File: src/hdl/http_response_header_parser_top_macros.svh
// assertion macros for the response header parser
`ifndef HTTP_RESPONSE_HEADER_PARSER_TOP_MACROS_SVH
`define HTTP_RESPONSE_HEADER_PARSER_TOP_MACROS_SVH

`ifndef NO_ASSERTIONS

// checked only outside reset
`define HRHP_ASSERT(lbl, prop) \
  lbl: assert property (@(posedge clk) disable iff (rst) (prop)) \
    else $error("hrhp assertion failed");

// checked at every edge, reset included
`define HRHP_ASSERT_ALWAYS(lbl, prop) \
  lbl: assert property (@(posedge clk) (prop)) \
    else $error("hrhp assertion failed");

`else

`define HRHP_ASSERT(lbl, prop)
`define HRHP_ASSERT_ALWAYS(lbl, prop)

`endif

`endif

File: src/hdl/hrhp_pkg.sv
// types and codes shared by the response header parser modules
package hrhp_pkg;

  typedef enum logic [4:0] {
    S_START, S_T1, S_T2, S_P, S_SLASH,
    S_MAJ0, S_MAJ, S_MIN0, S_MIN, S_CODE0, S_CODE,
    S_PHR0, S_PHR, S_NL1, S_LINE, S_LWS, S_NAME, S_SPACE, S_VALUE,
    S_NL2, S_NL3, S_BODY, S_DONE, S_FAIL
  } hrhp_state_t;

  localparam logic [2:0] CLS_SYNTAX  = 3'd0;
  localparam logic [2:0] CLS_PHRASE  = 3'd1;
  localparam logic [2:0] CLS_NAME    = 3'd2;
  localparam logic [2:0] CLS_VALUE   = 3'd3;
  localparam logic [2:0] CLS_BODY    = 3'd4;
  localparam logic [2:0] CLS_IGNORED = 3'd5;

  localparam logic [1:0] PST_BUSY   = 2'd0;
  localparam logic [1:0] PST_DONE   = 2'd1;
  localparam logic [1:0] PST_FAILED = 2'd2;

  localparam logic [3:0] ERR_NONE    = 4'd0;
  localparam logic [3:0] ERR_FIRST   = 4'd1;
  localparam logic [3:0] ERR_VERSION = 4'd2;
  localparam logic [3:0] ERR_DIGIT   = 4'd3;
  localparam logic [3:0] ERR_PHRASE  = 4'd4;
  localparam logic [3:0] ERR_NO_LF   = 4'd5;
  localparam logic [3:0] ERR_NAME    = 4'd6;
  localparam logic [3:0] ERR_CONTROL = 4'd7;
  localparam logic [3:0] ERR_NO_BODY = 4'd8;

  localparam logic [3:0] CL_NAME_LEN = 4'd14;

  typedef struct packed {
    logic       step;
    logic       new_message;
    logic [7:0] data_byte;
  } hrhp_item_t;

  // first field in the highest bits
  typedef struct packed {
    logic [31:0] body_length;
    logic [15:0] status_code;
    logic [7:0]  version_minor;
    logic [7:0]  version_major;
    logic        header_start;
    logic [3:0]  error_code;
    logic [1:0]  parse_status;
    logic [2:0]  byte_class;
  } hrhp_result_t;

endpackage

File: src/hdl/hrhp_core.sv
// parser state registers and the per-byte next-state logic
module hrhp_core #(
  parameter int LENGTH_BITS = 32
) (
  input  logic                  clk,
  input  logic                  rst,
  input  logic                  requires_body,
  input  hrhp_pkg::hrhp_item_t  item,
  output hrhp_pkg::hrhp_result_t result
);

  hrhp_pkg::hrhp_state_t  state, state_next, b_state;
  logic [7:0]             major, major_next, b_major;
  logic [7:0]             minor, minor_next, b_minor;
  logic [15:0]            code, code_next, b_code;
  logic [3:0]             match_idx, match_idx_next, b_idx;
  logic                   match_ok, match_ok_next, b_ok;
  logic                   length_seen, length_seen_next, b_seen;
  logic [LENGTH_BITS-1:0] length_acc, length_acc_next, b_len;
  logic [LENGTH_BITS-1:0] body_count, body_count_next, b_body;
  logic                   any_header, any_header_next, b_any;
  logic [3:0]             last_error, last_error_next, b_err;

  logic [7:0]             c, lc;
  logic [3:0]             d;
  logic                   c_digit, c_ctl, c_text, c_special;
  logic [11:0]            major_mul, minor_mul;
  logic [19:0]            code_mul;
  logic [LENGTH_BITS+3:0] len_mul;
  logic [7:0]             major_sat, minor_sat;
  logic [15:0]            code_sat;
  logic [LENGTH_BITS-1:0] len_sat, body_inc;
  logic                   name_hit;
  logic [2:0]             cls;
  logic                   hstart;

  function automatic logic [7:0] name_at(input logic [3:0] idx);
    logic [7:0] ch;
    unique case (idx)
      4'd0:    ch = "c";
      4'd1:    ch = "o";
      4'd2:    ch = "n";
      4'd3:    ch = "t";
      4'd4:    ch = "e";
      4'd5:    ch = "n";
      4'd6:    ch = "t";
      4'd7:    ch = "-";
      4'd8:    ch = "l";
      4'd9:    ch = "e";
      4'd10:   ch = "n";
      4'd11:   ch = "g";
      4'd12:   ch = "t";
      4'd13:   ch = "h";
      default: ch = 8'h00;
    endcase
    return ch;
  endfunction

  function automatic logic is_special(input logic [7:0] ch);
    logic r;
    unique case (ch)
      "(", ")", "<", ">", "@", ",", ";", ":", "\\", "\"", "/", "[", "]",
      "?", "=", "{", "}", " ", "\t": r = 1'b1;
      default:                      r = 1'b0;
    endcase
    return r;
  endfunction

  // new_message clears everything before this byte is applied
  always_comb begin
    if (item.new_message) begin
      b_state = hrhp_pkg::S_START;
      b_major = '0;
      b_minor = '0;
      b_code  = '0;
      b_idx   = '0;
      b_ok    = 1'b0;
      b_seen  = 1'b0;
      b_len   = '0;
      b_body  = '0;
      b_any   = 1'b0;
      b_err   = hrhp_pkg::ERR_NONE;
    end else begin
      b_state = state;
      b_major = major;
      b_minor = minor;
      b_code  = code;
      b_idx   = match_idx;
      b_ok    = match_ok;
      b_seen  = length_seen;
      b_len   = length_acc;
      b_body  = body_count;
      b_any   = any_header;
      b_err   = last_error;
    end
  end

  assign c         = item.data_byte;
  assign lc        = (c >= "A" && c <= "Z") ? c + 8'd32 : c;
  assign d         = 4'(c - "0");
  assign c_digit   = (c >= "0") && (c <= "9");
  assign c_ctl     = (c < 8'd32) || (c == 8'd127);
  assign c_text    = !c[7] && !c_ctl;
  assign c_special = is_special(c);

  // acc * 10 + d, saturated when it no longer fits
  assign major_mul = ({4'b0, b_major} << 3) + ({4'b0, b_major} << 1) + 12'(d);
  assign minor_mul = ({4'b0, b_minor} << 3) + ({4'b0, b_minor} << 1) + 12'(d);
  assign code_mul  = ({4'b0, b_code} << 3) + ({4'b0, b_code} << 1) + 20'(d);
  assign len_mul   = ({4'b0, b_len} << 3) + ({4'b0, b_len} << 1) + (LENGTH_BITS+4)'(d);
  assign major_sat = (|major_mul[11:8]) ? '1 : major_mul[7:0];
  assign minor_sat = (|minor_mul[11:8]) ? '1 : minor_mul[7:0];
  assign code_sat  = (|code_mul[19:16]) ? '1 : code_mul[15:0];
  assign len_sat   = (|len_mul[LENGTH_BITS+3:LENGTH_BITS]) ? '1 : len_mul[LENGTH_BITS-1:0];
  assign body_inc  = b_body + LENGTH_BITS'(1);
  assign name_hit  = (b_idx < hrhp_pkg::CL_NAME_LEN) && (lc == name_at(b_idx));

  always_comb begin
    state_next       = b_state;
    major_next       = b_major;
    minor_next       = b_minor;
    code_next        = b_code;
    match_idx_next   = b_idx;
    match_ok_next    = b_ok;
    length_seen_next = b_seen;
    length_acc_next  = b_len;
    body_count_next  = b_body;
    any_header_next  = b_any;
    last_error_next  = b_err;
    cls              = hrhp_pkg::CLS_SYNTAX;
    hstart           = 1'b0;

    unique case (b_state)
      hrhp_pkg::S_START: begin
        if (c == "H") state_next = hrhp_pkg::S_T1;
        else begin
          state_next = hrhp_pkg::S_FAIL;
          last_error_next = hrhp_pkg::ERR_FIRST;
        end
      end
      hrhp_pkg::S_T1, hrhp_pkg::S_T2, hrhp_pkg::S_P, hrhp_pkg::S_SLASH: begin
        priority if (b_state == hrhp_pkg::S_T1 && c == "T") begin
          state_next = hrhp_pkg::S_T2;
        end else if (b_state == hrhp_pkg::S_T2 && c == "T") begin
          state_next = hrhp_pkg::S_P;
        end else if (b_state == hrhp_pkg::S_P && c == "P") begin
          state_next = hrhp_pkg::S_SLASH;
        end else if (b_state == hrhp_pkg::S_SLASH && c == "/") begin
          major_next = '0;
          minor_next = '0;
          state_next = hrhp_pkg::S_MAJ0;
        end else begin
          state_next = hrhp_pkg::S_FAIL;
          last_error_next = hrhp_pkg::ERR_VERSION;
        end
      end
      hrhp_pkg::S_MAJ0, hrhp_pkg::S_MAJ: begin
        if (b_state == hrhp_pkg::S_MAJ && c == ".") begin
          state_next = hrhp_pkg::S_MIN0;
        end else if (c_digit) begin
          major_next = major_sat;
          state_next = hrhp_pkg::S_MAJ;
        end else begin
          state_next = hrhp_pkg::S_FAIL;
          last_error_next = hrhp_pkg::ERR_DIGIT;
        end
      end
      hrhp_pkg::S_MIN0, hrhp_pkg::S_MIN: begin
        if (b_state == hrhp_pkg::S_MIN && c == " ") begin
          state_next = hrhp_pkg::S_CODE0;
        end else if (c_digit) begin
          minor_next = minor_sat;
          state_next = hrhp_pkg::S_MIN;
        end else begin
          state_next = hrhp_pkg::S_FAIL;
          last_error_next = hrhp_pkg::ERR_DIGIT;
        end
      end
      hrhp_pkg::S_CODE0, hrhp_pkg::S_CODE: begin
        if (b_state == hrhp_pkg::S_CODE && c == " ") begin
          state_next = hrhp_pkg::S_PHR0;
        end else if (c_digit) begin
          code_next = code_sat;
          state_next = hrhp_pkg::S_CODE;
        end else begin
          state_next = hrhp_pkg::S_FAIL;
          last_error_next = hrhp_pkg::ERR_DIGIT;
        end
      end
      hrhp_pkg::S_PHR0, hrhp_pkg::S_PHR: begin
        priority if (b_state == hrhp_pkg::S_PHR && c == "\r") begin
          state_next = hrhp_pkg::S_NL1;
        end else if (!c_text) begin
          state_next = hrhp_pkg::S_FAIL;
          last_error_next = hrhp_pkg::ERR_PHRASE;
        end else begin
          cls = hrhp_pkg::CLS_PHRASE;
          state_next = hrhp_pkg::S_PHR;
        end
      end
      hrhp_pkg::S_NL1, hrhp_pkg::S_NL2: begin
        if (c == "\n") state_next = hrhp_pkg::S_LINE;
        else begin
          state_next = hrhp_pkg::S_FAIL;
          last_error_next = hrhp_pkg::ERR_NO_LF;
        end
      end
      hrhp_pkg::S_LINE: begin
        priority if (c == "\r") begin
          state_next = hrhp_pkg::S_NL3;
        end else if (b_any && (c == " " || c == "\t")) begin
          state_next = hrhp_pkg::S_LWS;
        end else if (!c_text || c_special) begin
          state_next = hrhp_pkg::S_FAIL;
          last_error_next = hrhp_pkg::ERR_NAME;
        end else begin
          any_header_next = 1'b1;
          if (lc == name_at(4'd0)) begin
            match_ok_next  = 1'b1;
            match_idx_next = 4'd1;
          end else begin
            match_ok_next  = 1'b0;
            match_idx_next = 4'd0;
          end
          cls        = hrhp_pkg::CLS_NAME;
          hstart     = 1'b1;
          state_next = hrhp_pkg::S_NAME;
        end
      end
      hrhp_pkg::S_NAME: begin
        priority if (c == ":") begin
          match_ok_next = b_ok && (b_idx == hrhp_pkg::CL_NAME_LEN);
          if (b_ok && (b_idx == hrhp_pkg::CL_NAME_LEN)) begin
            length_seen_next = 1'b0;
            length_acc_next  = '0;
          end
          state_next = hrhp_pkg::S_SPACE;
        end else if (!c_text || c_special) begin
          state_next = hrhp_pkg::S_FAIL;
          last_error_next = hrhp_pkg::ERR_NAME;
        end else begin
          if (b_ok && name_hit) match_idx_next = b_idx + 4'd1;
          else match_ok_next = 1'b0;
          cls = hrhp_pkg::CLS_NAME;
        end
      end
      hrhp_pkg::S_LWS, hrhp_pkg::S_SPACE, hrhp_pkg::S_VALUE: begin
        priority if (c == "\r") begin
          state_next = hrhp_pkg::S_NL2;
        end else if ((c == " " && b_state != hrhp_pkg::S_VALUE) ||
                     (c == "\t" && b_state == hrhp_pkg::S_LWS)) begin
          state_next = b_state;
        end else if (c_ctl) begin
          state_next = hrhp_pkg::S_FAIL;
          last_error_next = hrhp_pkg::ERR_CONTROL;
        end else begin
          if (b_ok) begin
            if (c_digit) begin
              length_seen_next = 1'b1;
              length_acc_next  = len_sat;
            end else begin
              match_ok_next    = 1'b0;
              length_seen_next = 1'b0;
              length_acc_next  = '0;
            end
          end
          cls        = hrhp_pkg::CLS_VALUE;
          state_next = hrhp_pkg::S_VALUE;
        end
      end
      hrhp_pkg::S_NL3: begin
        priority if (c != "\n") begin
          state_next = hrhp_pkg::S_FAIL;
          last_error_next = hrhp_pkg::ERR_NO_LF;
        end else if (b_seen) begin
          body_count_next = '0;
          state_next = (|b_len) ? hrhp_pkg::S_BODY : hrhp_pkg::S_DONE;
        end else if (requires_body) begin
          state_next = hrhp_pkg::S_FAIL;
          last_error_next = hrhp_pkg::ERR_NO_BODY;
        end else begin
          state_next = hrhp_pkg::S_DONE;
        end
      end
      hrhp_pkg::S_BODY: begin
        cls = hrhp_pkg::CLS_BODY;
        body_count_next = body_inc;
        if (body_inc >= b_len) state_next = hrhp_pkg::S_DONE;
      end
      default: begin
        cls = hrhp_pkg::CLS_IGNORED;
      end
    endcase
  end

  always_ff @(posedge clk) begin
    if (rst) begin
      state       <= hrhp_pkg::S_START;
      major       <= '0;
      minor       <= '0;
      code        <= '0;
      match_idx   <= '0;
      match_ok    <= 1'b0;
      length_seen <= 1'b0;
      length_acc  <= '0;
      body_count  <= '0;
      any_header  <= 1'b0;
      last_error  <= hrhp_pkg::ERR_NONE;
    end else if (item.step) begin
      state       <= state_next;
      major       <= major_next;
      minor       <= minor_next;
      code        <= code_next;
      match_idx   <= match_idx_next;
      match_ok    <= match_ok_next;
      length_seen <= length_seen_next;
      length_acc  <= length_acc_next;
      body_count  <= body_count_next;
      any_header  <= any_header_next;
      last_error  <= last_error_next;
    end
  end

  generate
    if (LENGTH_BITS > 32) begin : g_len_wide
      assign result.body_length = (|length_acc_next[LENGTH_BITS-1:32]) ? '1
                                                                      : length_acc_next[31:0];
    end else begin : g_len_narrow
      assign result.body_length = 32'(length_acc_next);
    end
  endgenerate

  assign result.byte_class    = cls;
  assign result.parse_status  = (state_next == hrhp_pkg::S_FAIL) ? hrhp_pkg::PST_FAILED :
                                (state_next == hrhp_pkg::S_DONE) ? hrhp_pkg::PST_DONE :
                                                                   hrhp_pkg::PST_BUSY;
  assign result.error_code    = last_error_next;
  assign result.header_start  = hstart;
  assign result.version_major = major_next;
  assign result.version_minor = minor_next;
  assign result.status_code   = code_next;

endmodule

File: src/hdl/http_response_header_parser_top.sv
// top level of the response header parser: input stage, result stage, config register
//
// One response byte per transfer, one result per byte. A byte is taken every cycle as
// long as results are drained; the result of a byte reaches the output through the
// input register, then the result register fed by the per-byte state update.
// The sustained rate of one byte per cycle is set by the state update, whose longest
// path is the Content-Length accumulate (times ten plus digit) and the body counter
// increment and compare, both LENGTH_BITS wide. Asserting tuser with a byte restarts
// parsing with that byte as the first of a new message. The requires_body register
// is written through cfg_wr_en/cfg_wr_data; the user must write it only while no byte
// is in flight, which the block itself does not enforce.
`include "http_response_header_parser_top_macros.svh"

module http_response_header_parser_top #(
  parameter int LENGTH_BITS = 32
) (
  input  logic        clk,
  input  logic        rst,
  input  logic        cfg_wr_en,
  input  logic        cfg_wr_data,    // requires_body
  input  logic        s_axis_tvalid,
  output logic        s_axis_tready,
  input  logic [7:0]  s_axis_tdata,   // data_byte
  input  logic        s_axis_tuser,   // new_message
  output logic        m_axis_tvalid,
  input  logic        m_axis_tready,
  // byte_class[2:0], parse_status[4:3], error_code[8:5], header_start[9],
  // version_major[17:10], version_minor[25:18], status_code[41:26],
  // body_length[73:42], zero fill[79:74]
  output logic [79:0] m_axis_tdata
);

  logic                   requires_body;
  logic                   in_valid;
  logic [7:0]             in_byte;
  logic                   in_new;
  logic                   advance;
  hrhp_pkg::hrhp_item_t   item;
  hrhp_pkg::hrhp_result_t core_result;
  hrhp_pkg::hrhp_result_t out_result;
  logic                   out_valid;

  assign advance       = in_valid && (!out_valid || m_axis_tready);
  assign s_axis_tready = !in_valid || advance;

  assign item.step        = advance;
  assign item.new_message = in_new;
  assign item.data_byte   = in_byte;

  always_ff @(posedge clk) begin
    if (rst) begin
      requires_body <= 1'b0;
    end else if (cfg_wr_en) begin
      requires_body <= cfg_wr_data;
    end
  end

  always_ff @(posedge clk) begin
    if (rst) begin
      in_valid <= 1'b0;
    end else if (s_axis_tvalid && s_axis_tready) begin
      in_valid <= 1'b1;
    end else if (advance) begin
      in_valid <= 1'b0;
    end
  end

  always_ff @(posedge clk) begin
    if (s_axis_tvalid && s_axis_tready) begin
      in_byte <= s_axis_tdata;
      in_new  <= s_axis_tuser;
    end
  end

  hrhp_core #(
    .LENGTH_BITS (LENGTH_BITS)
  ) u_core (
    .clk           (clk),
    .rst           (rst),
    .requires_body (requires_body),
    .item          (item),
    .result        (core_result)
  );

  always_ff @(posedge clk) begin
    if (rst) begin
      out_valid <= 1'b0;
    end else if (advance) begin
      out_valid <= 1'b1;
    end else if (m_axis_tready) begin
      out_valid <= 1'b0;
    end
  end

  always_ff @(posedge clk) begin
    if (advance) begin
      out_result <= core_result;
    end
  end

  assign m_axis_tvalid = out_valid;
  assign m_axis_tdata  = {6'b0, out_result};

  `HRHP_ASSERT_ALWAYS(a_reset_clears_out, rst |=> !m_axis_tvalid)
  `HRHP_ASSERT(a_fail_has_code,
    (m_axis_tvalid && out_result.parse_status == hrhp_pkg::PST_FAILED)
      |-> (out_result.error_code != hrhp_pkg::ERR_NONE))
  `HRHP_ASSERT(a_code_means_fail,
    (m_axis_tvalid && out_result.error_code != hrhp_pkg::ERR_NONE)
      |-> (out_result.parse_status == hrhp_pkg::PST_FAILED))
  `HRHP_ASSERT(a_body_not_failed,
    (m_axis_tvalid && out_result.byte_class == hrhp_pkg::CLS_BODY)
      |-> (out_result.parse_status != hrhp_pkg::PST_FAILED))
  `HRHP_ASSERT(a_hstart_is_name,
    (m_axis_tvalid && out_result.header_start)
      |-> (out_result.byte_class == hrhp_pkg::CLS_NAME))

endmodule
File: config.mk
export PLATFORM = sky130hd
export DESIGN_NAME = http_response_header_parser_top
export DESIGN_NICKNAME = d
export VERILOG_FILES = /design/src/hdl/hrhp_pkg.sv /design/src/hdl/hrhp_core.sv /design/src/hdl/http_response_header_parser_top.sv
export VERILOG_INCLUDE_DIRS = /design/src /design/src/hdl
export SDC_FILE = /design/constraint.sdc
export NUM_CORES = 1
export LEC_CHECK = 0
export BUFFER_PORTS_ARGS = -buffer_cell sky130_fd_sc_hd__buf_2
export CAP_MARGIN = 10
export CORE_UTILIZATION = 25
export CTS_CLUSTER_SIZE = 24
export DETAILED_ROUTE_END_ITERATION = 8
export GPL_ROUTABILITY_DRIVEN = 0
export PLACE_DENSITY_LB_ADDON = 0.05
export SLEW_MARGIN = 20
export SYNTH_ARGS = -nofsm -noshare
export SYNTH_HDL_FRONTEND = slang
export SYNTH_HIERARCHICAL = 1
export SYNTH_SLANG_ARGS = --single-unit
File: constraint.sdc
create_clock -name clk -period 9.2 [get_ports clk]
set_input_delay 0.46 -clock clk [delete_from_list [all_inputs] [get_ports clk]]
set_output_delay 0.46 -clock clk [all_outputs]
set_load 0.005 [all_outputs]
==> results of run 1 <==
==> logic make-up (layout without fill, tap and decap cells) <==
kind of cell / Yosys count / in the layout / synth area share
AO/OA/AOI/OAI: 515 / 515 / 0.2167
XOR/XNOR: 79 / 79 / 0.04384
adder cells (fa/ha/maj): 173 / 173 / 0.1409
buffers and inverters: 180 / 216 / 0.04780
flip-flops: 198 / 198 / 0.3038
multiplexers: 17 / 17 / 0.01086
other: 1 / 6 / 0.0002376
AND/OR/NAND/NOR: 764 / 764 / 0.2358
==> per-layer routing <==
layer	GRT usage	share of wire	vias up
li1	-	-	7101
met1	0.2510	0.48	6969
met3	0.02385	0.037	45
met5	0	0	-
met4	0.05108	0.018	0
met2	0.2948	0.46	321
==> report_power, final <==
group / switching [uW] / internal (uW)
Clock: 385 / 380
Sequential: 20.9 / 940
Combinational: 176 / 83.6
Total: 582 / 1400
==> synthesized netlist by cell type (6+ instances only) <==
cell      instances
a22oi_1          30
and2_1           14
nor2b_1          53
nor2_1          240
xor2_1           38
o22ai_1           8
a211o_1           8
xnor2_1          41
buf_4             9
o32ai_1          14
nor3_1           30
o211ai_1         11
edfxtp_1         83
nand2b_1         17
a21o_1           31
a211oi_1         30
nand2_1         212
nand3b_1          7
fa_1              8
or4_1             6
nor4_1           20
o21a_1           20
o21ai_1          10
a221oi_1          6
dfxtp_1         115
or2_2             7
mux2i_1          16
a31oi_1          15
o21bai_1          8
a21oi_1         111
inv_1            67
nand3_1          58
o21ai_0         112
or3_1            10
a311oi_1         11
nand4_1          26
and3_1           19
ha_1            165
buf_1             9
o31ai_1          32
buf_2            24
clkbuf_1         66
==> through the flow <==
stage | power, uW | std cells | hold slack (ns) | setup slack, ns | utilization
floorplan | 1148 | 1932 | 0.4529 | 3.984 | -
global placement | 1244 | 2773 | 0.4677 | 3.055 | 0.2742
detailed placement | 1243 | 2773 | 0.4758 | 3.100 | 0.2742
CTS | 2031 | 2805 | 0.09024 | 3.045 | 0.2831
global route | 2085 | 2805 | 0.1002 | 2.654 | 0.2832
finish | 1986 | 2805 | 0.1335 | 3.219 | 0.2832
==> placed cells by master, fill, tap and decap left out, types with 20 or more instances in the layout <==
cell	instances
nor2b_1	53
xor2_1	38
edfxtp_1	83
ha_1	165
o21ai_0	112
buf_4	25
buf_2	89
inv_1	66
o21a_1	20
xnor2_1	41
dfxtp_1	115
nor3_1	29
a21oi_1	111
a211oi_1	30
nor4_1	20
nand3_1	58
o31ai_1	32
a22oi_1	30
nor2_1	239
nand4_1	26
nand2_1	212
a21o_1	31
==> final timing paths <==
kind	end	start
setup reg to reg	u_core/length_acc[8]	in_new
setup / recovery	u_core/length_acc[8]	in_new
hold / removal	in_byte[6]	s_axis_tdata[6]
hold reg to reg	u_core/code[0]	u_core/code[0]
==> sequential cells by signal (all words and copies together) (netlist names), 4 cells and up <==
| register | flops |
|---|---|
| u_core/body_count | 32 |
| u_core/major | 8 |
| u_core/last_error | 4 |
| u_core/state | 5 |
| u_core/length_acc | 32 |
| in_byte | 8 |
| u_core/code | 16 |
| m_axis_tdata | 74 |
| u_core/minor | 8 |
| u_core/match_idx | 4 |
==> cell type report <==
cell class | instances | area (um2) | share of cell area
Inverter | 70 | 262.8 | 0.01495
Sequential cell | 198 | 4795 | 0.2728
Multi-Input combinational cell | 1554 | 10280 | 0.5851
Clock buffer | 21 | 450.4 | 0.02563
Clock inverter | 11 | 102.6 | 0.005838
Timing Repair Buffer | 114 | 633.1 | 0.03602
Tap cell | 837 | 1047 | 0.05959
==> reports/metrics.yaml, run 1 <==
critical_path:
  path_common_cell: "a211oi_1"
  required_ns: 9.59
  rr_worst_depth: 16
  worstPathCellList: "buf_4 -> inv_2 -> nand2_1 -> inv_1 -> fa_1 -> fa_1 -> a211oi_1 -> o211ai_1 -> a31oi_2 -> nor3_1 -> o2111ai_1 -> a211oi_1 -> o2111ai_4 -> buf_4 -> o31ai_1 -> a211oi_1"
  endpoint_kind: "register"
  worst-path-max-fanout: 52
  path_class: "reg2reg"
  arrival_ns: 6.37
  cp_num_buf_inv: 4
  slowest_stage: "o2111ai_4"
  reg2reg_slack_ns: 3.22
  crit_cells: 16
  critical-path-top-delay-family: "compound AO/OA/AOI/OAI gates"
  cp-start-kind: "register"
  cpPeakStageDelay_ns: 0.68
power:
  p_leak_uw: 0.007432
  ir_drop_uv: 131.6
  power.density_mw_per_mm2: 113.0
floorplan:
  ios: 97
  die_area_mm2: 0.06414
  initial_core_util: 0.2544
  die_x_um: 253.3
  placement_rows: 91
  core_area_mm2: 0.06205
  die_height_um: 253.3
timing:
  skew_ns: 0.01245
  tightestPinTransition_ns: 1.131
  max_freq_mhz: 167.2
  fin_tns_setup_ns: 0
  finalHoldViolations: 0
  slew_violations: 0
  final.min_clock_period_ns: 5.981
  slew_headroom: 0.2393
  rsz0062_at_grt: "no"
  setup_violations: 0
  post-route-period-util: 0.6501
clock_tree:
  cts.sinks: 198
  cts_hold_buf: 0
  clockBufferDepth: 2
  cts_tree: "yes"
  h-tree-depth: 4
  cts_setup_buffers: 0
  cts-buffers-inserted: 17
  insertion_delay_ns: 0.50
  cts_root_buf: "clkbuf_16"
  path_clk_slew_ns: 0.08
  cts-resized-gates: 0
min_path:
  hold_path_class: "in2reg"
  min_path_cells: 1
place:
  dp.final_hpwl_um: 41590
  placed_area_mm2: 0.01702
  port_buffers: 90
detailed_routing:
  viasPerCell: 5.147
  drc: 0
  antenna_left: 0
  vias: 14440
  avgRoutedWirePerCell_um: 20.55
  drt_iter0_drc: 929
  firstDrtPassIters: 5
  wirelength_um: 57660
synthesis:
  synth_cell_type_count: 98
  yosysSeqAreaShare: 0.3038
  avgSynthCellArea_um2: 8.191
  synth_edf_count: 83
  synth.area.top_cells: "edfxtp_1 (16%), dfxtp_1 (15%), ha_1 (13%), nor2_1 (5.7%), nand2_1 (5.0%)"
  netlist_area_mm2: 0.01578
  synth_top_flop_cell: "dfxtp_1"
  synth_top_area_frac: 0.1579
  synth_top_cell_by_area: "edfxtp_1"
  yosys_warnings: 6
  ys_ff_latch: 198
  synthArstFlopShare: 0
  syn_inst: 1927
global_route:
  grt-ovfl-total: 0
  grt_max_degree: 68
  antenna_found_initial: 0
  grtUsageTotal: 0.1820
  grt_pass1_wl_um: 88040
  grt_pass1_vias: 14020
layout:
  fin_nets: 2143
  drive_gt1_frac: 0.09756
  areaGrowthSynthToFinish_pct: 11.34
  final_area_mm2: 0.01757
  n_fill_cell: 6667
  n_antenna_cell: 0
job:
  maxCapViolCount: 0
run_status:
  status: "finished clean"
Note: power is estimated with default switching activity, not from simulation.
==> run 2, diff against run 1 <==
==> constraint.sdc (replaced) <==
create_clock -name clk -period 5.13 [get_ports clk]
set_input_delay 0.2565 -clock clk [delete_from_list [all_inputs] [get_ports clk]]
set_output_delay 0.2565 -clock clk [all_outputs]
set_load 0.005 [all_outputs]
==> run 2 against run 1 <==
First-iteration DRC count down 0.32%. Critical path depth grew 3. Hold slack got worse by 0.071 ns. Die area unchanged. Total power grew 84%. Flip-flop and latch count stayed put. Clock-buffer cell count fell by 1. Clock skew barely moved. Core utilization increased by 0.56 points. Non-clock buffer count rose by 30. Cell area grew 2.0%. Register-to-register slack got worse by 2.8 ns. Largest power group unchanged.
==> reports/metrics.yaml, run 2 (synthesis results as in run 1) <==
run_status:
  status: "finished clean"
timing:
  skew_ns: 0.01233  # -0.0001247 ns
  fin_tns_setup_ns: 0  # unchanged
  slew_headroom: 0.2795  # +0.04020
  fin_ws_ns: 0.4680  # -2.751 ns
  rsz0062_at_grt: "no"
  whs_ns: 0.06253  # -0.07100 ns
  max_freq_mhz: 214.5  # +28%
  finalHoldViolations: 0  # unchanged
  final.min_clock_period_ns: 4.662  # -1.319 ns
  tightestPinTransition_ns: 1.072  # -0.05813 ns
  post-route-period-util: 0.9088  # +0.2586
  setup_violations: 0  # unchanged
  slew_violations: 0  # unchanged
clock_tree:
  cts-buffers-inserted: 17  # unchanged
  cts_root_buf: "clkbuf_16"
  cts_tree: "yes"
  path_clk_slew_ns: 0.08  # about the same
  insertion_delay_ns: 0.50  # about the same
  clockBufferDepth: 2  # unchanged
  cts.sinks: 198  # unchanged
  h-tree-depth: 4  # unchanged
critical_path:
  worst-path-max-fanout: 7  # -87%
  reg2reg_slack_ns: 0.47  # -2.75 ns
  required_ns: 5.50  # -4.09 ns
  path_class: "reg2reg"
  cp-start-kind: "register"
  endpoint_kind: "register"
  rr_worst_depth: 19  # +3
  arrival_ns: 5.03  # -1.34 ns
layout:
  largest_reg_flops: 74  # unchanged
  layout_common_cells: "nor2_1 (239), nand2_1 (212), ha_1 (164), dfxtp_1 (115), o21ai_0 (112)"
  fin_nets: 2173  # +1.4%
  drive_gt1_frac: 0.1066  # +0.009046
  n_antenna_cell: 0  # unchanged
  n_fill_cell: 6729  # +0.93%
  areaGrowthSynthToFinish_pct: 13.53
  final_common_cell: "nor2_1"
place:
  post-place-ws_ns: 0.2202  # -2.880 ns
  dp.final_hpwl_um: 41790  # +0.48%
  port_buffers: 90  # unchanged
global_route:
  grt-ovfl-total: 0  # unchanged
  grt_pass1_wl_um: 87040  # -1.1%
  antenna_found_initial: 0  # unchanged
  grt_pass1_vias: 14320  # +2.1%
  grtUsageTotal: 0.1795  # -0.002515
  grt_max_degree: 99  # +46%
power:
  power.density_mw_per_mm2: 204.0  # +81%
  power_uw: 3656  # +84%
  p_leak_uw: 0.007617  # +2.5%
  ir_drop_uv: 257.4  # +96%
detailed_routing:
  avgRoutedWirePerCell_um: 19.98  # -2.8%
  antenna_left: 0  # unchanged
  viasPerCell: 5.121  # -0.49%
  drc: 0  # unchanged
  wirelength_um: 56650  # -1.7%
  drt_iter0_drc: 926  # -0.32%
  vias: 14520  # +0.57%
  firstDrtPassIters: 5  # unchanged
floorplan:
  core_area_mm2: 0.06205  # unchanged
  die_height_um: 253.3  # unchanged
  die_area_mm2: 0.06414  # unchanged
  die_x_um: 253.3  # unchanged
  initial_core_util: 0.2544  # unchanged
  ios: 97  # unchanged
  placement_rows: 91  # unchanged
min_path:
  hold_path_class: "in2reg"
  min_path_cells: 3  # +2
job:
  maxCapViolCount: 0  # unchanged
## run 2: routing by layer
| metal | global-route usage | wire length (um) | vias up |
|---|---|---|---|
| met5 | 0 | 0 | - |
| met4 | 0.05905 | 1155 | 0 |
| met3 | 0.02416 | 1663 | 50 |
| met2 | 0.2903 | 25930 | 245 |
| met1 | 0.2442 | 27900 | 7059 |
| li1 | - | - | 7165 |
## run 2: worst max-delay path, stage by stage (launching register included)
cell       delay (ns)
edfxtp_1         0.51
nor2b_1          0.21
ha_2             0.26
nand3b_1         0.11
nor4_1           0.24
buf_4            0.17
and2_1           0.24
and3_1           0.28
nand3_1          0.11
xor2_1           0.15
nor2_1           0.08
ha_1             0.31
nand4_1          0.15
nor3_2           0.34
o211ai_1         0.17
a31oi_2          0.30
o31ai_2          0.15
buf_4            0.16
a2111oi_4        0.38
and4_1           0.23
## run 2: what timing repair did
| item | CTS | global route |
|---|---|---|
| setup endpoints to repair | 0 | 10 |
| buffers inserted | 0 | 4 |
| hold endpoints to repair | 11 | 0 |
| hold buffers | 12 | 0 |
| resized for setup | 0 | 4 |
## run 2: worst paths after layout
| kind | to | start |
|---|---|---|
| worst max-delay path | m_axis_tdata[3] | in_new |
| worst min register to register | u_core/code[10] | u_core/code[10] |
| worst min-delay path | in_valid | m_axis_tready |
| worst max register to register | m_axis_tdata[3] | in_new |
## run 2: where the power goes
part | internal (uW) | switching, uW | leakage, uW | total (uW)
registers | 1690 | 45.1 | 0.00173 | 1730
logic | 163 | 309 | 0.00560 | 472
clock network | 767 | 686 | 0.000288 | 1450
total | 2620 | 1040 | 0.00762 | 3660
## run 2: metrics by stage
stage                     area (um2)  cells    util
after floorplan                15810   1932       -
after global placement         17160   2787  0.2766
after detailed placement       17160   2787  0.2766
after CTS                      17870   2831  0.2880
after global routing           17920   2835  0.2888
final                          17920   2835  0.2888
## run 2: cell type report
type,instances,area (um2),share of cell area
Clock buffer,20,436.7,0.02437
Timing Repair Buffer,144,923.4,0.05153
Clock inverter,12,151.4,0.008449
Tap cell,837,1047,0.05844
Sequential cell,198,4795,0.2676
Inverter,70,262.8,0.01466
Multi-Input combinational cell,1554,10300,0.5750
==> run 3, diff against run 2 <==
--- a/config.mk
+++ b/config.mk
@@ -6,15 +6,15 @@
 export SDC_FILE = /design/constraint.sdc
 export NUM_CORES = 1
 export LEC_CHECK = 0
+export ABC_AREA = 1
 export BUFFER_PORTS_ARGS = -buffer_cell sky130_fd_sc_hd__buf_2
 export CAP_MARGIN = 10
 export CORE_UTILIZATION = 25
 export CTS_CLUSTER_SIZE = 24
 export DETAILED_ROUTE_END_ITERATION = 8
 export GPL_ROUTABILITY_DRIVEN = 0
-export PLACE_DENSITY_LB_ADDON = 0.05
+export PLACE_DENSITY_LB_ADDON = 0.08
 export SLEW_MARGIN = 20
 export SYNTH_ARGS = -nofsm -noshare
 export SYNTH_HDL_FRONTEND = slang
-export SYNTH_HIERARCHICAL = 1
 export SYNTH_SLANG_ARGS = --single-unit
==> run 3 against run 2 <==
Cell area increased by 7.3%. Clock-buffer cell count decreased by 2. Sequential share of layout area decreased by 1.8 points. Maximum frequency increased by 4.8%. Hold slack improved by 0.018 ns. Sequential power increased by 3%. Non-clock buffer count decreased by 16. Clock power decreased by 5%. Flip-flop and latch count unchanged. Critical path type unchanged. Largest power group unchanged.
==> reports/metrics.yaml, run 3 <==
layout:
  largest_reg_flops: 74  # unchanged
  n_fill_cell: 7489  # +11%
  area.sequential_mm2: 0.004795  # unchanged
  areaGrowthSynthToFinish_pct: 12.17
  stdcell_count: 3547  # +25%
  layout_common_cells: "nand2_1 (609), inv_1 (442), nor2_1 (279), o21ai_0 (212), a21oi_1 (182)"
  fin_nets: 2848  # +31%
  multi_input_area_mm2: 0.01030  # about the same
  drive_gt1_frac: 0.06659  # -0.04001
  utilization: 0.2848  # -0.003975
  final_common_cell: "nand2_1"
place:
  place_inst: 3502  # +26%
  dp.final_hpwl_um: 46270  # +11%
  post-place-ws_ns: 0.6839  # +0.4637 ns
  port_buffers: 90  # unchanged
synthesis:
  synth.area.top_cells: "edfxtp_1 (15%), dfxtp_1 (13%), nand2_1 (13%), ha_1 (12%), inv_1 (9.7%)"
  synth_top_flop_cell: "dfxtp_1"
  netlist_area_mm2: 0.01714  # +8.6%
  avgSynthCellArea_um2: 6.614  # -19%
  synthArstFlopShare: 0  # unchanged
  synth.most_common_cell: "nand2_1"
  yosys.area_share.simple: 0.2656  # +0.02977
  synth_cell_type_count: 56  # -43%
  synth.mux.area_fraction: 0  # -0.01086
  yosys_warnings: 0  # -6
  ys_ff_latch: 198  # unchanged
  syn_inst: 2592  # +35%
  synth_top_family_by_area: "simple AND/OR/NAND/NOR gates"
  synth_fa_ha_area_frac: 0.1298  # -0.01117
  synth_xor_area_frac: 0.03525  # -0.008584
  synth_compound_area_frac: 0.1679  # -0.04878
  ys_top_cells_by_count: "nand2_1 (610), inv_1 (443), nor2_1 (280)"
  synth_top_cell_by_area: "edfxtp_1"
  synth_edf_count: 83  # unchanged
  synth_top_area_frac: 0.1454  # -0.01252
  yosysSeqAreaShare: 0.2797  # -0.02408
clock_tree:
  clockBufferDepth: 2  # unchanged
  cts.sinks: 198  # unchanged
  path_clk_slew_ns: 0.08  # about the same
  cts_root_buf: "clkbuf_16"
  cts_tree: "yes"
  cts-buffers-inserted: 17  # unchanged
  insertion_delay_ns: 0.51  # about the same
  h-tree-depth: 4  # unchanged
power:
  ir_drop_uv: 212.4  # -17%
  p_leak_uw: 0.009707  # +27%
  p_int_uw: 2659  # +1.7%
  p_sw_uw: 1379  # +33%
  power.density_mw_per_mm2: 210.0  # +2.9%
  swShare: 0.3414  # +0.05686
  combPwrFrac: 0.214  # +0.085
  seqPwrFrac: 0.444  # -0.029
  clkPwrFrac: 0.343  # -0.055
timing:
  setup_violations: 0  # unchanged
  fin_tns_setup_ns: 0  # unchanged
  finalHoldViolations: 0  # unchanged
  max_freq_mhz: 224.9  # +4.8%
  slew_violations: 0  # unchanged
  fin_ws_ns: 0.6828  # +0.2148 ns
  final.min_clock_period_ns: 4.447  # -0.2148 ns
  slew_headroom: 0.3562  # +0.07670
  post-route-period-util: 0.8669  # -0.04187
  whs_ns: 0.08049  # +0.01796 ns
  skew_ns: 0.01497  # +0.002642 ns
  tightestPinTransition_ns: 0.9657  # -0.1068 ns
  rsz0062_at_grt: "no"
detailed_routing:
  viasPerCell: 4.668  # -8.9%
  firstDrtPassIters: 6  # +1
  wirelength_um: 60240  # +6.3%
  drc: 0  # unchanged
  vias: 16560  # +14%
  avgRoutedWirePerCell_um: 16.98  # -15%
  drt_iter0_drc: 830  # -10%
  antenna_left: 0  # unchanged
floorplan:
  core_area_mm2: 0.06751  # +8.8%
  ios: 97  # unchanged
  die_x_um: 263.9  # +4.2%
  die_height_um: 263.9  # +4.2%
  die_area_mm2: 0.06962  # +8.5%
  placement_rows: 95  # +4.4%
  initial_core_util: 0.2539  # -0.0004500
critical_path:
  endpoint_kind: "register"
  cp-start-kind: "register"
  critical-path-top-delay-family: "simple AND/OR/NAND/NOR gates"
  required_ns: 5.39  # -0.11 ns
  slowest_stage: "edfxtp_1"
  cp_num_buf_inv: 4  # +2
  cpPeakStageDelay_ns: 0.50  # about the same
  arrival_ns: 4.70  # -0.33 ns
  worstPathCellList: "buf_4 -> nor2_1 -> ha_1 -> nand3_1 -> nor2_1 -> nand2_1 -> nor2_1 -> nand2_1 -> nor3_2 -> nand3_1 -> xor2_1 -> inv_1 -> ha_1 -> nand4_1 -> inv_1 -> nand2_1 -> nor4_1 -> nand4_1 -> nand3_1 -> nand2_1 -> nand3_1 -> nand3_1 -> inv_1 -> nor3_1"
  worst-path-max-fanout: 26  # +19
  path_class: "reg2reg"
  path_common_cell: "nand3_1"
run_status:
  status: "finished clean"
min_path:
  hold_path_class: "in2reg"
global_route:
  grt_max_degree: 105  # +6.1%
  grt_use_met3: 0.02740  # +0.003248
  grt-busiest-layer: "met2"
  grt-ovfl-total: 0  # unchanged
  grtUsageTotal: 0.1754  # -0.004062
  use_met2: 0.2954  # +0.005027
  grt_pass1_wl_um: 95120  # +9.3%
  use_met1: 0.2296  # -0.01461
  grt_pass1_vias: 16440  # +15%
  antenna_found_initial: 1  # +1
job:
  maxCapViolCount: 0  # unchanged
==> run 3: final timing paths <==
kind | start | end | slack (ns) | depth (start not counted)
worst max-delay path | in_new | m_axis_tdata[4] | 0.68 | 24
worst min-delay path | m_axis_tready | in_valid | 0.08 | 4
worst max register to register | in_new | m_axis_tdata[4] | 0.68 | 24
worst min register to register | u_core.body_count[9] | u_core.body_count[9] | 0.48 | 2
==> run 3: cells by family after synthesis <==
| logic type | Yosys count |
|---|---|
| AOI/OAI and AO/OA | 515 |
| other | 1 |
| xor gates and xnor gates | 69 |
| DFF | 198 |
| buffers and inverters | 533 |
| adders and majority gates | 173 |
| and+or+nand+nor | 1103 |
==> run 3: worst min-delay path: stages <==
cell and delay [ns]:
buf_2 0.07, inv_1 0.04, nand3_1 0.09, a21oi_1 0.07
==> run 3: what timing repair did <==
item / in CTS / in global routing
resized for setup: 0 / 0
hold buffers: 12 / 0
hold endpoints to repair: 11 / 0
buffers inserted: 0 / 0
==> run 3: per-stage QoR <==
step | power, uW | instance area, um2
CTS | 4131 | 19230
floorplan | 2399 | 17160
finish | 4038 | 19230
global route | 4297 | 19230
detailed placement | 2689 | 18540
global placement | 2690 | 18540
==> run 3: layer usage <==
layer	part of all wire	up-vias	wire length, um
li1	-	8560	-
met1	0.48	7704	29180
met2	0.46	241	27980
met3	0.030	51	1788
met4	0.021	0	1294
met5	0	-	0
==> run 3: final cells by class <==
type / instances / share of cell area
multi-input cells: 1866 / 0.5355
flip-flops and latches: 198 / 0.2493
inverters: 449 / 0.08804
well taps: 873 / 0.05681
repair buffers: 128 / 0.04047
clock buffers: 18 / 0.02232
clock inverters: 14 / 0.007353
diodes: 1 / 0.0001301
==> run 3: power groups by stage <==
| stage | clock [uW] | sequential, uW | combinational (uW) |
|---|---|---|---|
| final | 1380 | 1790 | 863 |
| after global routing | 1510 | 1800 | 982 |
| after CTS | 1460 | 1790 | 873 |
| after detailed placement | 0 | 1830 | 860 |
| after global placement | 0 | 1830 | 860 |
| after floorplan | 0 | 1820 | 581 |
